--- src/design/rrc_pkg.sv ---
package rrc_pkg;

  // Field and register widths
  localparam int unsigned SampleW       = 16;
  localparam int unsigned RatioW        = 32;
  localparam int unsigned ThreshW       = 16;
  localparam int unsigned CfgIdxW       = 3;
  localparam int unsigned CfgDataW      = 32;
  localparam int unsigned FieldChannels = 2;

  // Ratio of 1.0 in unsigned Q8.24
  localparam logic [RatioW-1:0] RatioOne = 32'd16777216;

  // Quotient bits produced by the divider, one per step
  localparam int unsigned DivSteps = 16;
  localparam int unsigned DivCntW  = $clog2(DivSteps);

  // Configuration register indexes
  typedef enum logic [CfgIdxW-1:0] {
    CFG_THRESHOLD = 3'd0,
    CFG_TARGET    = 3'd1,
    CFG_ATTACK    = 3'd2,
    CFG_RELEASE   = 3'd3,
    CFG_SIDECHAIN = 3'd4
  } cfg_reg_e;

  // Commands from the controller to the datapath
  typedef struct packed {
    logic in_load;
    logic ratio_update;
    logic div_init;
    logic div_step;
    logic res_write;
    logic chan;
    logic out_load;
  } dp_cmd_t;

  // Status from the datapath to the controller
  typedef struct packed {
    logic div_last;
  } dp_stat_t;

endpackage

--- src/design/rrc_datapath.sv ---
module rrc_datapath import rrc_pkg::*; #(
  parameter int unsigned NumDiv = 2
) (
  input  logic                clk_i,
  input  logic                rst_ni,
  input  logic                cfg_we_i,
  input  logic [CfgIdxW-1:0]  cfg_index_i,
  input  logic [CfgDataW-1:0] cfg_data_i,
  input  logic [47:0]         in_data_i,
  input  dp_cmd_t             cmd_i,
  output dp_stat_t            stat_o,
  output logic [31:0]         out_data_o
);

  logic [ThreshW-1:0]      thresh_q;
  logic [RatioW-1:0]       target_q;
  logic [RatioW-1:0]       attack_q;
  logic [RatioW-1:0]       release_q;
  logic                    side_q;
  logic [RatioW-1:0]       gain_q, gain_d;
  logic signed [SampleW-1:0] s0_q, s1_q, sc_q;
  logic [RatioW-1:0]       rem_q, rem_d;
  logic [SampleW-1:0]      quo_q, quo_d;
  logic                    neg_q;
  logic [DivCntW-1:0]      cnt_q;
  logic [SampleW-1:0]      res0_q, res1_q;
  logic [SampleW-1:0]      out0_q, out1_q;

  logic signed [SampleW-1:0] det_smp, div_smp;
  logic [SampleW:0]        det_mag, div_mag;
  logic [RatioW:0]         att_sum, rem_sh;
  logic                    rem_ge;
  logic [SampleW-1:0]      quo_signed;

  // Configuration registers
  always_ff @(posedge clk_i or negedge rst_ni) begin
    if (!rst_ni) begin
      thresh_q  <= 16'd32768;
      target_q  <= RatioOne;
      attack_q  <= '0;
      release_q <= '0;
      side_q    <= 1'b0;
    end else if (cfg_we_i) begin
      case (cfg_index_i)
        CFG_THRESHOLD: thresh_q  <= cfg_data_i[ThreshW-1:0];
        CFG_TARGET:    target_q  <= cfg_data_i[RatioW-1:0];
        CFG_ATTACK:    attack_q  <= cfg_data_i[RatioW-1:0];
        CFG_RELEASE:   release_q <= cfg_data_i[RatioW-1:0];
        CFG_SIDECHAIN: side_q    <= cfg_data_i[0];
        default: ;
      endcase
    end
  end

  // Detector magnitude; the most negative sample gives 32768.
  assign det_smp = side_q ? sc_q : s0_q;
  assign det_mag = det_smp[SampleW-1] ? (17'h10000 - {1'b0, det_smp})
                                      : {1'b0, det_smp};

  // Ratio ramp: attack toward the target, release toward 1.0
  assign att_sum = {1'b0, gain_q} + {1'b0, attack_q};
  always_comb begin
    gain_d = gain_q;
    if (det_mag > {1'b0, thresh_q}) begin
      if (gain_q < target_q) begin
        gain_d = (att_sum > {1'b0, target_q}) ? target_q : att_sum[RatioW-1:0];
      end
    end else if (gain_q > RatioOne) begin
      gain_d = (release_q >= gain_q - RatioOne) ? RatioOne : gain_q - release_q;
    end
  end

  always_ff @(posedge clk_i or negedge rst_ni) begin
    if (!rst_ni) begin
      gain_q <= RatioOne;
    end else if (cmd_i.ratio_update) begin
      gain_q <= gain_d;
    end
  end

  // Frame samples, held for the whole item
  always_ff @(posedge clk_i) begin
    if (cmd_i.in_load) begin
      s0_q <= in_data_i[15:0];
      s1_q <= in_data_i[31:16];
      sc_q <= in_data_i[47:32];
    end
  end

  // Restoring divider: the partial remainder stays below the ratio, so
  // (magnitude << 24) / ratio fits in 16 quotient bits.
  assign div_smp = cmd_i.chan ? s1_q : s0_q;
  assign div_mag = div_smp[SampleW-1] ? (17'h10000 - {1'b0, div_smp})
                                      : {1'b0, div_smp};
  assign rem_sh  = {rem_q, 1'b0};
  assign rem_ge  = rem_sh >= {1'b0, gain_q};
  assign rem_d   = rem_ge ? 32'(rem_sh - {1'b0, gain_q}) : rem_sh[RatioW-1:0];
  assign quo_d   = {quo_q[SampleW-2:0], rem_ge};
  assign quo_signed = neg_q ? 16'(16'd0 - quo_d) : quo_d;

  always_ff @(posedge clk_i or negedge rst_ni) begin
    if (!rst_ni) begin
      cnt_q <= '0;
    end else if (cmd_i.div_init) begin
      cnt_q <= '0;
    end else if (cmd_i.div_step) begin
      cnt_q <= cnt_q + 1'b1;
    end
  end

  always_ff @(posedge clk_i) begin
    if (cmd_i.div_init) begin
      rem_q <= {8'd0, div_mag[SampleW-1:0], 8'd0};
      quo_q <= '0;
      neg_q <= div_smp[SampleW-1];
    end else if (cmd_i.div_step) begin
      rem_q <= rem_d;
      quo_q <= quo_d;
    end
  end

  assign stat_o.div_last = (cnt_q == DivCntW'(DivSteps - 1));

  // Per-channel results, then the output register
  always_ff @(posedge clk_i) begin
    if (cmd_i.res_write) begin
      if (cmd_i.chan) begin
        res1_q <= quo_signed;
      end else begin
        res0_q <= quo_signed;
      end
    end
    if (cmd_i.out_load) begin
      out0_q <= res0_q;
      out1_q <= (NumDiv > 1) ? res1_q : '0;
    end
  end

  assign out_data_o = {out1_q, out0_q};

  // The ratio never drops below 1.0.
  a_gain_floor: assert property (@(posedge clk_i) disable iff (!rst_ni)
    gain_q >= RatioOne)
    else $error("gain ratio below 1.0");

  // The ratio moves only on an update command.
  a_gain_hold: assert property (@(posedge clk_i) disable iff (!rst_ni)
    !cmd_i.ratio_update |=> $stable(gain_q))
    else $error("gain ratio changed without update");

endmodule

--- src/design/rrc_ctrl.sv ---
module rrc_ctrl import rrc_pkg::*; #(
  parameter int unsigned NumDiv = 2
) (
  input  logic     clk_i,
  input  logic     rst_ni,
  input  logic     in_valid_i,
  output logic     in_ready_o,
  output logic     out_valid_o,
  input  logic     out_ready_i,
  input  dp_stat_t stat_i,
  output dp_cmd_t  cmd_o
);

  typedef enum logic [4:0] {
    ST_IDLE  = 5'b00001,
    ST_RATIO = 5'b00010,
    ST_INIT  = 5'b00100,
    ST_STEP  = 5'b01000,
    ST_DONE  = 5'b10000
  } state_e;

  localparam logic LastChan = 1'(NumDiv - 1);

  state_e state_q, state_d;
  logic   chan_q, chan_d;
  logic   ovalid_q, ovalid_d;

  assign in_ready_o  = (state_q == ST_IDLE);
  assign out_valid_o = ovalid_q;

  // Sequencing of one frame: ratio update, then one division per channel
  always_comb begin
    state_d  = state_q;
    chan_d   = chan_q;
    ovalid_d = ovalid_q && !out_ready_i;
    cmd_o    = '0;
    cmd_o.chan = chan_q;
    case (state_q)
      ST_IDLE: begin
        if (in_valid_i) begin
          cmd_o.in_load = 1'b1;
          state_d       = ST_RATIO;
        end
      end
      ST_RATIO: begin
        cmd_o.ratio_update = 1'b1;
        chan_d             = 1'b0;
        state_d            = ST_INIT;
      end
      ST_INIT: begin
        cmd_o.div_init = 1'b1;
        state_d        = ST_STEP;
      end
      ST_STEP: begin
        cmd_o.div_step = 1'b1;
        if (stat_i.div_last) begin
          cmd_o.res_write = 1'b1;
          if (chan_q == LastChan) begin
            state_d = ST_DONE;
          end else begin
            chan_d  = 1'b1;
            state_d = ST_INIT;
          end
        end
      end
      ST_DONE: begin
        // Wait until the output register is free or being drained.
        if (!ovalid_q || out_ready_i) begin
          cmd_o.out_load = 1'b1;
          ovalid_d       = 1'b1;
          state_d        = ST_IDLE;
        end
      end
      default: begin
        state_d = ST_IDLE;
      end
    endcase
  end

  always_ff @(posedge clk_i or negedge rst_ni) begin
    if (!rst_ni) begin
      state_q  <= ST_IDLE;
      chan_q   <= 1'b0;
      ovalid_q <= 1'b0;
    end else begin
      state_q  <= state_d;
      chan_q   <= chan_d;
      ovalid_q <= ovalid_d;
    end
  end

  // A loaded result is presented in the next cycle.
  a_load_valid: assert property (@(posedge clk_i) disable iff (!rst_ni)
    cmd_o.out_load |=> ovalid_q)
    else $error("result loaded but not presented");

  // The divider runs its full count before leaving the step state.
  a_step_hold: assert property (@(posedge clk_i) disable iff (!rst_ni)
    (state_q == ST_STEP && !stat_i.div_last) |=> (state_q == ST_STEP))
    else $error("division left early");

  // No new frame while a division is under way.
  a_no_accept: assert property (@(posedge clk_i) disable iff (!rst_ni)
    (state_q == ST_STEP || state_q == ST_INIT) |-> !in_ready_o)
    else $error("input ready during division");

endmodule

--- src/design/ramped_ratio_compressor_unit.sv ---
// Ramped-ratio compressor: takes one stereo frame (plus a sidechain sample)
// per transfer, ramps the Q8.24 gain ratio up or down by the programmed steps
// depending on the detector level, and returns each channel divided by the
// new ratio, truncated toward zero. Frames are handled one at a time: an
// accepted frame goes through the ratio update and then one division per
// channel, for N = min(CHANNELS, 2) divided channels, and the unit is ready
// for the next once the result has entered the output register. The single
// shared divider yields one quotient bit per cycle. A finished result waits
// in an output register, so the next frame is taken while it is unclaimed.
// Configuration writes are meant for idle periods only.
module ramped_ratio_compressor_unit import rrc_pkg::*; #(
  parameter int unsigned CHANNELS = 2
) (
  input  logic                clk_i,
  input  logic                rst_ni,
  // Input frame transfer
  input  logic                s_axis_tvalid,
  output logic                s_axis_tready,
  // tdata: chan0_sample [15:0], chan1_sample [31:16], sidechain_sample [47:32]
  input  logic [47:0]         s_axis_tdata,
  // Result transfer
  output logic                m_axis_tvalid,
  input  logic                m_axis_tready,
  // tdata: chan0_out [15:0], chan1_out [31:16]
  output logic [31:0]         m_axis_tdata,
  // Configuration write port
  input  logic                cfg_we_i,
  input  logic [CfgIdxW-1:0]  cfg_index_i,
  input  logic [CfgDataW-1:0] cfg_data_i
);

  localparam int unsigned NumDiv = (CHANNELS < FieldChannels) ? CHANNELS : FieldChannels;

  dp_cmd_t  cmd;
  dp_stat_t stat;

  // Sequencer
  rrc_ctrl #(
    .NumDiv(NumDiv)
  ) u_ctrl (
    .clk_i      (clk_i),
    .rst_ni     (rst_ni),
    .in_valid_i (s_axis_tvalid),
    .in_ready_o (s_axis_tready),
    .out_valid_o(m_axis_tvalid),
    .out_ready_i(m_axis_tready),
    .stat_i     (stat),
    .cmd_o      (cmd)
  );

  // Ratio ramp, divider and result registers
  rrc_datapath #(
    .NumDiv(NumDiv)
  ) u_datapath (
    .clk_i      (clk_i),
    .rst_ni     (rst_ni),
    .cfg_we_i   (cfg_we_i),
    .cfg_index_i(cfg_index_i),
    .cfg_data_i (cfg_data_i),
    .in_data_i  (s_axis_tdata),
    .cmd_i      (cmd),
    .stat_o     (stat),
    .out_data_o (m_axis_tdata)
  );

endmodule
--- config.mk ---
export PLATFORM = sky130hd
export DESIGN_NAME = ramped_ratio_compressor_unit
export DESIGN_NICKNAME = d
export VERILOG_FILES = /design/src/design/rrc_pkg.sv /design/src/design/rrc_datapath.sv /design/src/design/rrc_ctrl.sv /design/src/design/ramped_ratio_compressor_unit.sv
export SDC_FILE = /design/constraint.sdc
export NUM_CORES = 1
export LEC_CHECK = 0
export BUFFER_PORTS_ARGS = -buffer_cell sky130_fd_sc_hd__buf_2
export CAP_MARGIN = 20
export CORE_UTILIZATION = 62
export CTS_CLUSTER_DIAMETER = 30
export DETAILED_ROUTE_END_ITERATION = 8
export MAX_ROUTING_LAYER = met4
export PLACE_DENSITY = 0.93
export SLEW_MARGIN = 20
export SYNTH_ARGS = -nofsm -noshare
export SYNTH_HDL_FRONTEND = slang
export SYNTH_SLANG_ARGS = --single-unit
--- constraint.sdc ---
create_clock -name clk_i -period 6.73 [get_ports clk_i]
set_input_delay 0.673 -clock clk_i [delete_from_list [all_inputs] [get_ports clk_i]]
set_output_delay 0.673 -clock clk_i [all_outputs]
set_load 0.005 [all_outputs]
==> impl_metrics.toml <==
[status]
status = "finished clean"

[routing]
drt_pass1_iterations = 6
vias = 17370
wl_per_cell_um = 21.02
vias_per_cell = 6.387
routed_wl_mm = 57.14
first_iter_violations = 1804
antenna_left = 0
drc_errors = 0

[synthesis]
synthArstFlopShare = 0.4937
yosys_register_bits = 316
synth_adder_area_share = 0.1309
synth_top_family_by_area = "compound AO/OA/AOI/OAI gates"
ys_types = 101
synth.avg_cell_area_um2 = 9.955
ys_seq_area_frac = 0.4056
synth-edff-count = 129
synth_simple_gate_area_frac = 0.1160
synth-main-ff-cell = "dfrtp_1"
synthCells = 2081
synthXorXnorAreaFrac = 0.05242
synth_compound_area_frac = 0.1802
synth_mux_area_frac = 0.07236
synth_warnings = 0
synthesis.area_um2 = 20720
synth_fp_nets = 2384

[clocking]
clock_path_buffers = 3
cts_hold_buf = 0
cts_tree = "yes"
cts.sinks = 316
clk_pin_slew_ns = 0.04
cts_resized = 0
cts_inserted_buffers = 71
post_cts_buffers = 0
root_buffer = "clkbuf_16"
insertion_delay_ns = 0.60
htree_levels = 3

[layout]
fin_nets = 2527
stdcell_area_um2 = 24180
drive_above_1_share = 0.1643
syn_to_final_growth_pct = 16.72
utilization = 0.7394

[worst_setup_path]
crit_path_start_kind = "register"
worstPathCellList = "mux2i_1 -> ha_1 -> and4_1 -> and3_1 -> nor2_1 -> xnor2_1 -> ha_1 -> a2111oi_0 -> o21ai_1 -> o221a_1 -> o21ai_2 -> or4_1 -> a21boi_2 -> buf_4 -> inv_2 -> mux2_1"
end_kind = "register"
worstSetupPathType = "register to register"
crit_top_cell = "ha_1"
cp_slowest_cell = "dfrtp_1"
crit_fanout = 30
cp_data_required_time_ns = 7.18
cpPeakStageDelay_ns = 1.07
arrival_ns = 6.87

[timing]
period_minus_slack_ns = 6.418
maxSlewViolCount = 0
skew_ns = 0.02989
slew_headroom = 0.2551
fmax_ghz = 0.1558
hold_viol_final = 0
holdWs_ns = 0.1517
setup_viol = 0
rsz0062_at_grt = "no"
period_share = 0.9537
tightest_slew_ns = 1.117
setup_tns_ns = 0

[global_route]
grt_util_all_layers = 0.3521
antenna_found_initial = 0
grt_pass1_vias = 17440
grt_pass1_wl_mm = 90.56
overflow = 0
grt_max_degree = 81

[power_and_ir_drop]
peakVddDrop_uv = 351.0
p_leak_nw = 10.59
power-per-cell-area_nw_per_um2 = 522.1
totalPowerFinal_mw = 12.62

[die]
die_x_um = 184.8
start_util = 0.6335
fp-row-count = 66
io_pins = 122
dieHeight_um = 184.8
die-area_um2 = 34150
coreArea_um2 = 32700

[hold_path]
hp-class = "input port to asynchronous set/reset pin"

[placed_design]
post_dp_cell_area_um2 = 21710
post-dp-hpwl_mm = 39.87
portBuffers = 121
gp_congestion = 0.9642

[run]
maxCapViolCount = 0
## worst paths after layout
path / slack (ns) / startpoint / depth (start not counted) / to
min: 0.15 / rst_ni / 1 / u_datapath.attack_q[4]
max reg2reg: 0.31 / u_datapath.side_q / 16 / u_datapath.gain_q[8]
max in group asynchronous: 5.38 / rst_ni / 2 / u_datapath.target_q[9]
min reg2reg: 0.41 / u_datapath.res1_q[12] / 0 / u_datapath.out1_q[12]
max: 0.31 / u_datapath.side_q / 16 / u_datapath.gain_q[8]
min in group clk_i: 0.25 / s_axis_tvalid / 2 / u_ctrl.state_q[0]
## layout by cell type (no fill, tap or decap), types with 9 or more instances in the layout
master     instances
ha_1             212
dfrtp_1          152
nand2_1          151
inv_1            146
o21ai_0          140
edfxtp_1         129
a21oi_1          128
nor2_1           122
buf_2            120
mux2_2            84
xnor2_1           83
clkbuf_16         73
mux2i_1           53
a21o_1            52
nand3_1           45
xor2_1            41
nor3_1            31
dfxtp_1           31
o22ai_1           25
nand4_1           24
nand2b_1          21
o21a_1            21
a22o_1            20
a211oi_1          18
and3_1            17
a31oi_1           16
nor2b_1           16
o211ai_1          16
buf_4             16
o21ai_1           15
nor4_1            14
and2_1            13
o21bai_1          11
a22oi_1            9
clkbuf_1           9
## cells in the mapped netlist, types with 6 or more instances
| master | count | share of area |
|---|---|---|
| or3_1 | 6 | 0.0018 |
| o22ai_1 | 25 | 0.0075 |
| nand4_1 | 24 | 0.0072 |
| o21bai_1 | 11 | 0.0040 |
| a21o_1 | 52 | 0.019 |
| dfrtp_1 | 152 | 0.18 |
| o21ai_0 | 140 | 0.034 |
| a21oi_1 | 128 | 0.031 |
| buf_2 | 10 | 0.0024 |
| a22o_1 | 20 | 0.0085 |
| a211oi_1 | 18 | 0.0065 |
| and3_1 | 17 | 0.0051 |
| o211ai_1 | 16 | 0.0058 |
| nor3_1 | 32 | 0.0077 |
| buf_1 | 6 | 0.0011 |
| and2_1 | 14 | 0.0042 |
| nor2_1 | 125 | 0.023 |
| mux2i_1 | 53 | 0.026 |
| and4_1 | 6 | 0.0025 |
| nand2_1 | 151 | 0.027 |
| nand3_1 | 45 | 0.011 |
| xnor2_1 | 83 | 0.035 |
| ha_1 | 212 | 0.13 |
| mux2_2 | 84 | 0.046 |
| o31a_1 | 6 | 0.0025 |
| xor2_1 | 41 | 0.017 |
| nand2b_1 | 21 | 0.0063 |
| dfxtp_1 | 31 | 0.030 |
| clkbuf_1 | 48 | 0.0087 |
| a31oi_1 | 16 | 0.0048 |
| o21a_1 | 21 | 0.0076 |
| o21ai_1 | 16 | 0.0039 |
| inv_1 | 146 | 0.026 |
| edfxtp_1 | 129 | 0.19 |
| o31ai_1 | 6 | 0.0022 |
| nor4_1 | 14 | 0.0042 |
| o32ai_1 | 6 | 0.0025 |
| a22oi_1 | 9 | 0.0033 |
| nor2b_1 | 16 | 0.0048 |
## sequential cells by signal, summed over array words and instances, names as in the netlist, 4 cells and up
| register | flops |
|---|---|
| u_datapath.quo_q | 15 |
| u_datapath.attack_q | 32 |
| u_datapath.gain_q | 32 |
| u_datapath.out0_q | 16 |
| u_datapath.target_q | 32 |
| u_ctrl.state_q | 5 |
| u_datapath.sc_q | 16 |
| u_datapath.out1_q | 16 |
| u_datapath.s0_q | 16 |
| u_datapath.res1_q | 16 |
| u_datapath.release_q | 32 |
| u_datapath.rem_q | 32 |
| u_datapath.thresh_q | 16 |
| u_datapath.cnt_q | 4 |
| u_datapath.s1_q | 16 |
| u_datapath.res0_q | 16 |
## cells by family after synthesis
logic type	Yosys count
adder cells (fa/ha/maj)	215
buffers and inverters	219
AND/OR/NAND/NOR	499
flip-flops	316
multiplexers	139
XOR/XNOR	124
AO/OA/AOI/OAI	569
## per-stage QoR
stage | instances | setup slack, ns
finish | 2719 | 0.3116
global route | 2718 | 0.1463
CTS | 2714 | 0.4968
detailed placement | 2589 | 0.6027
global placement | 2589 | 0.7490
floorplan | 2081 | 1.743
## final cells by class
type | instances | area [um2]
Tap cell | 442 | 553.0
Fill cell | 2269 | 8522
Clock inverter | 35 | 444.2
Sequential cell | 316 | 8403
Antenna cell | 1 | 2.502
Inverter | 149 | 559.3
Clock buffer | 90 | 1971
Timing Repair Buffer | 140 | 783.3
Multi-Input combinational cell | 1546 | 11460
## metal layers
metal / routed length, um / vias to the layer above / global-route usage
met5: 0 / - / -
met2: 27730 / 816 / 0.5797
met3: 3677 / 213 / 0.05525
met1: 22920 / 8396 / 0.4214
li1: - / 7940 / -
met4: 2822 / 0 / 0.1739
## power by group
group	switching (mW)	internal, mW	total (mW)
clock	1.14	2.34	3.48
combinational	3.71	2.61	6.32
sequential	0.413	2.42	2.83
total	5.26	7.36	12.6
## worst max-delay path: cells and delay by family (launching register included)
family                     cells  cell delay (ns)
adders and majority gates      2             0.58
muxes                          2             0.86
and+or+nand+nor                4             0.91
DFF                            1             1.07
AOI/OAI and AO/OA              5             1.95
buffers and inverters          2             0.60
xor gates and xnor gates       1             0.24
Note: power is estimated with default switching activity, not from simulation.
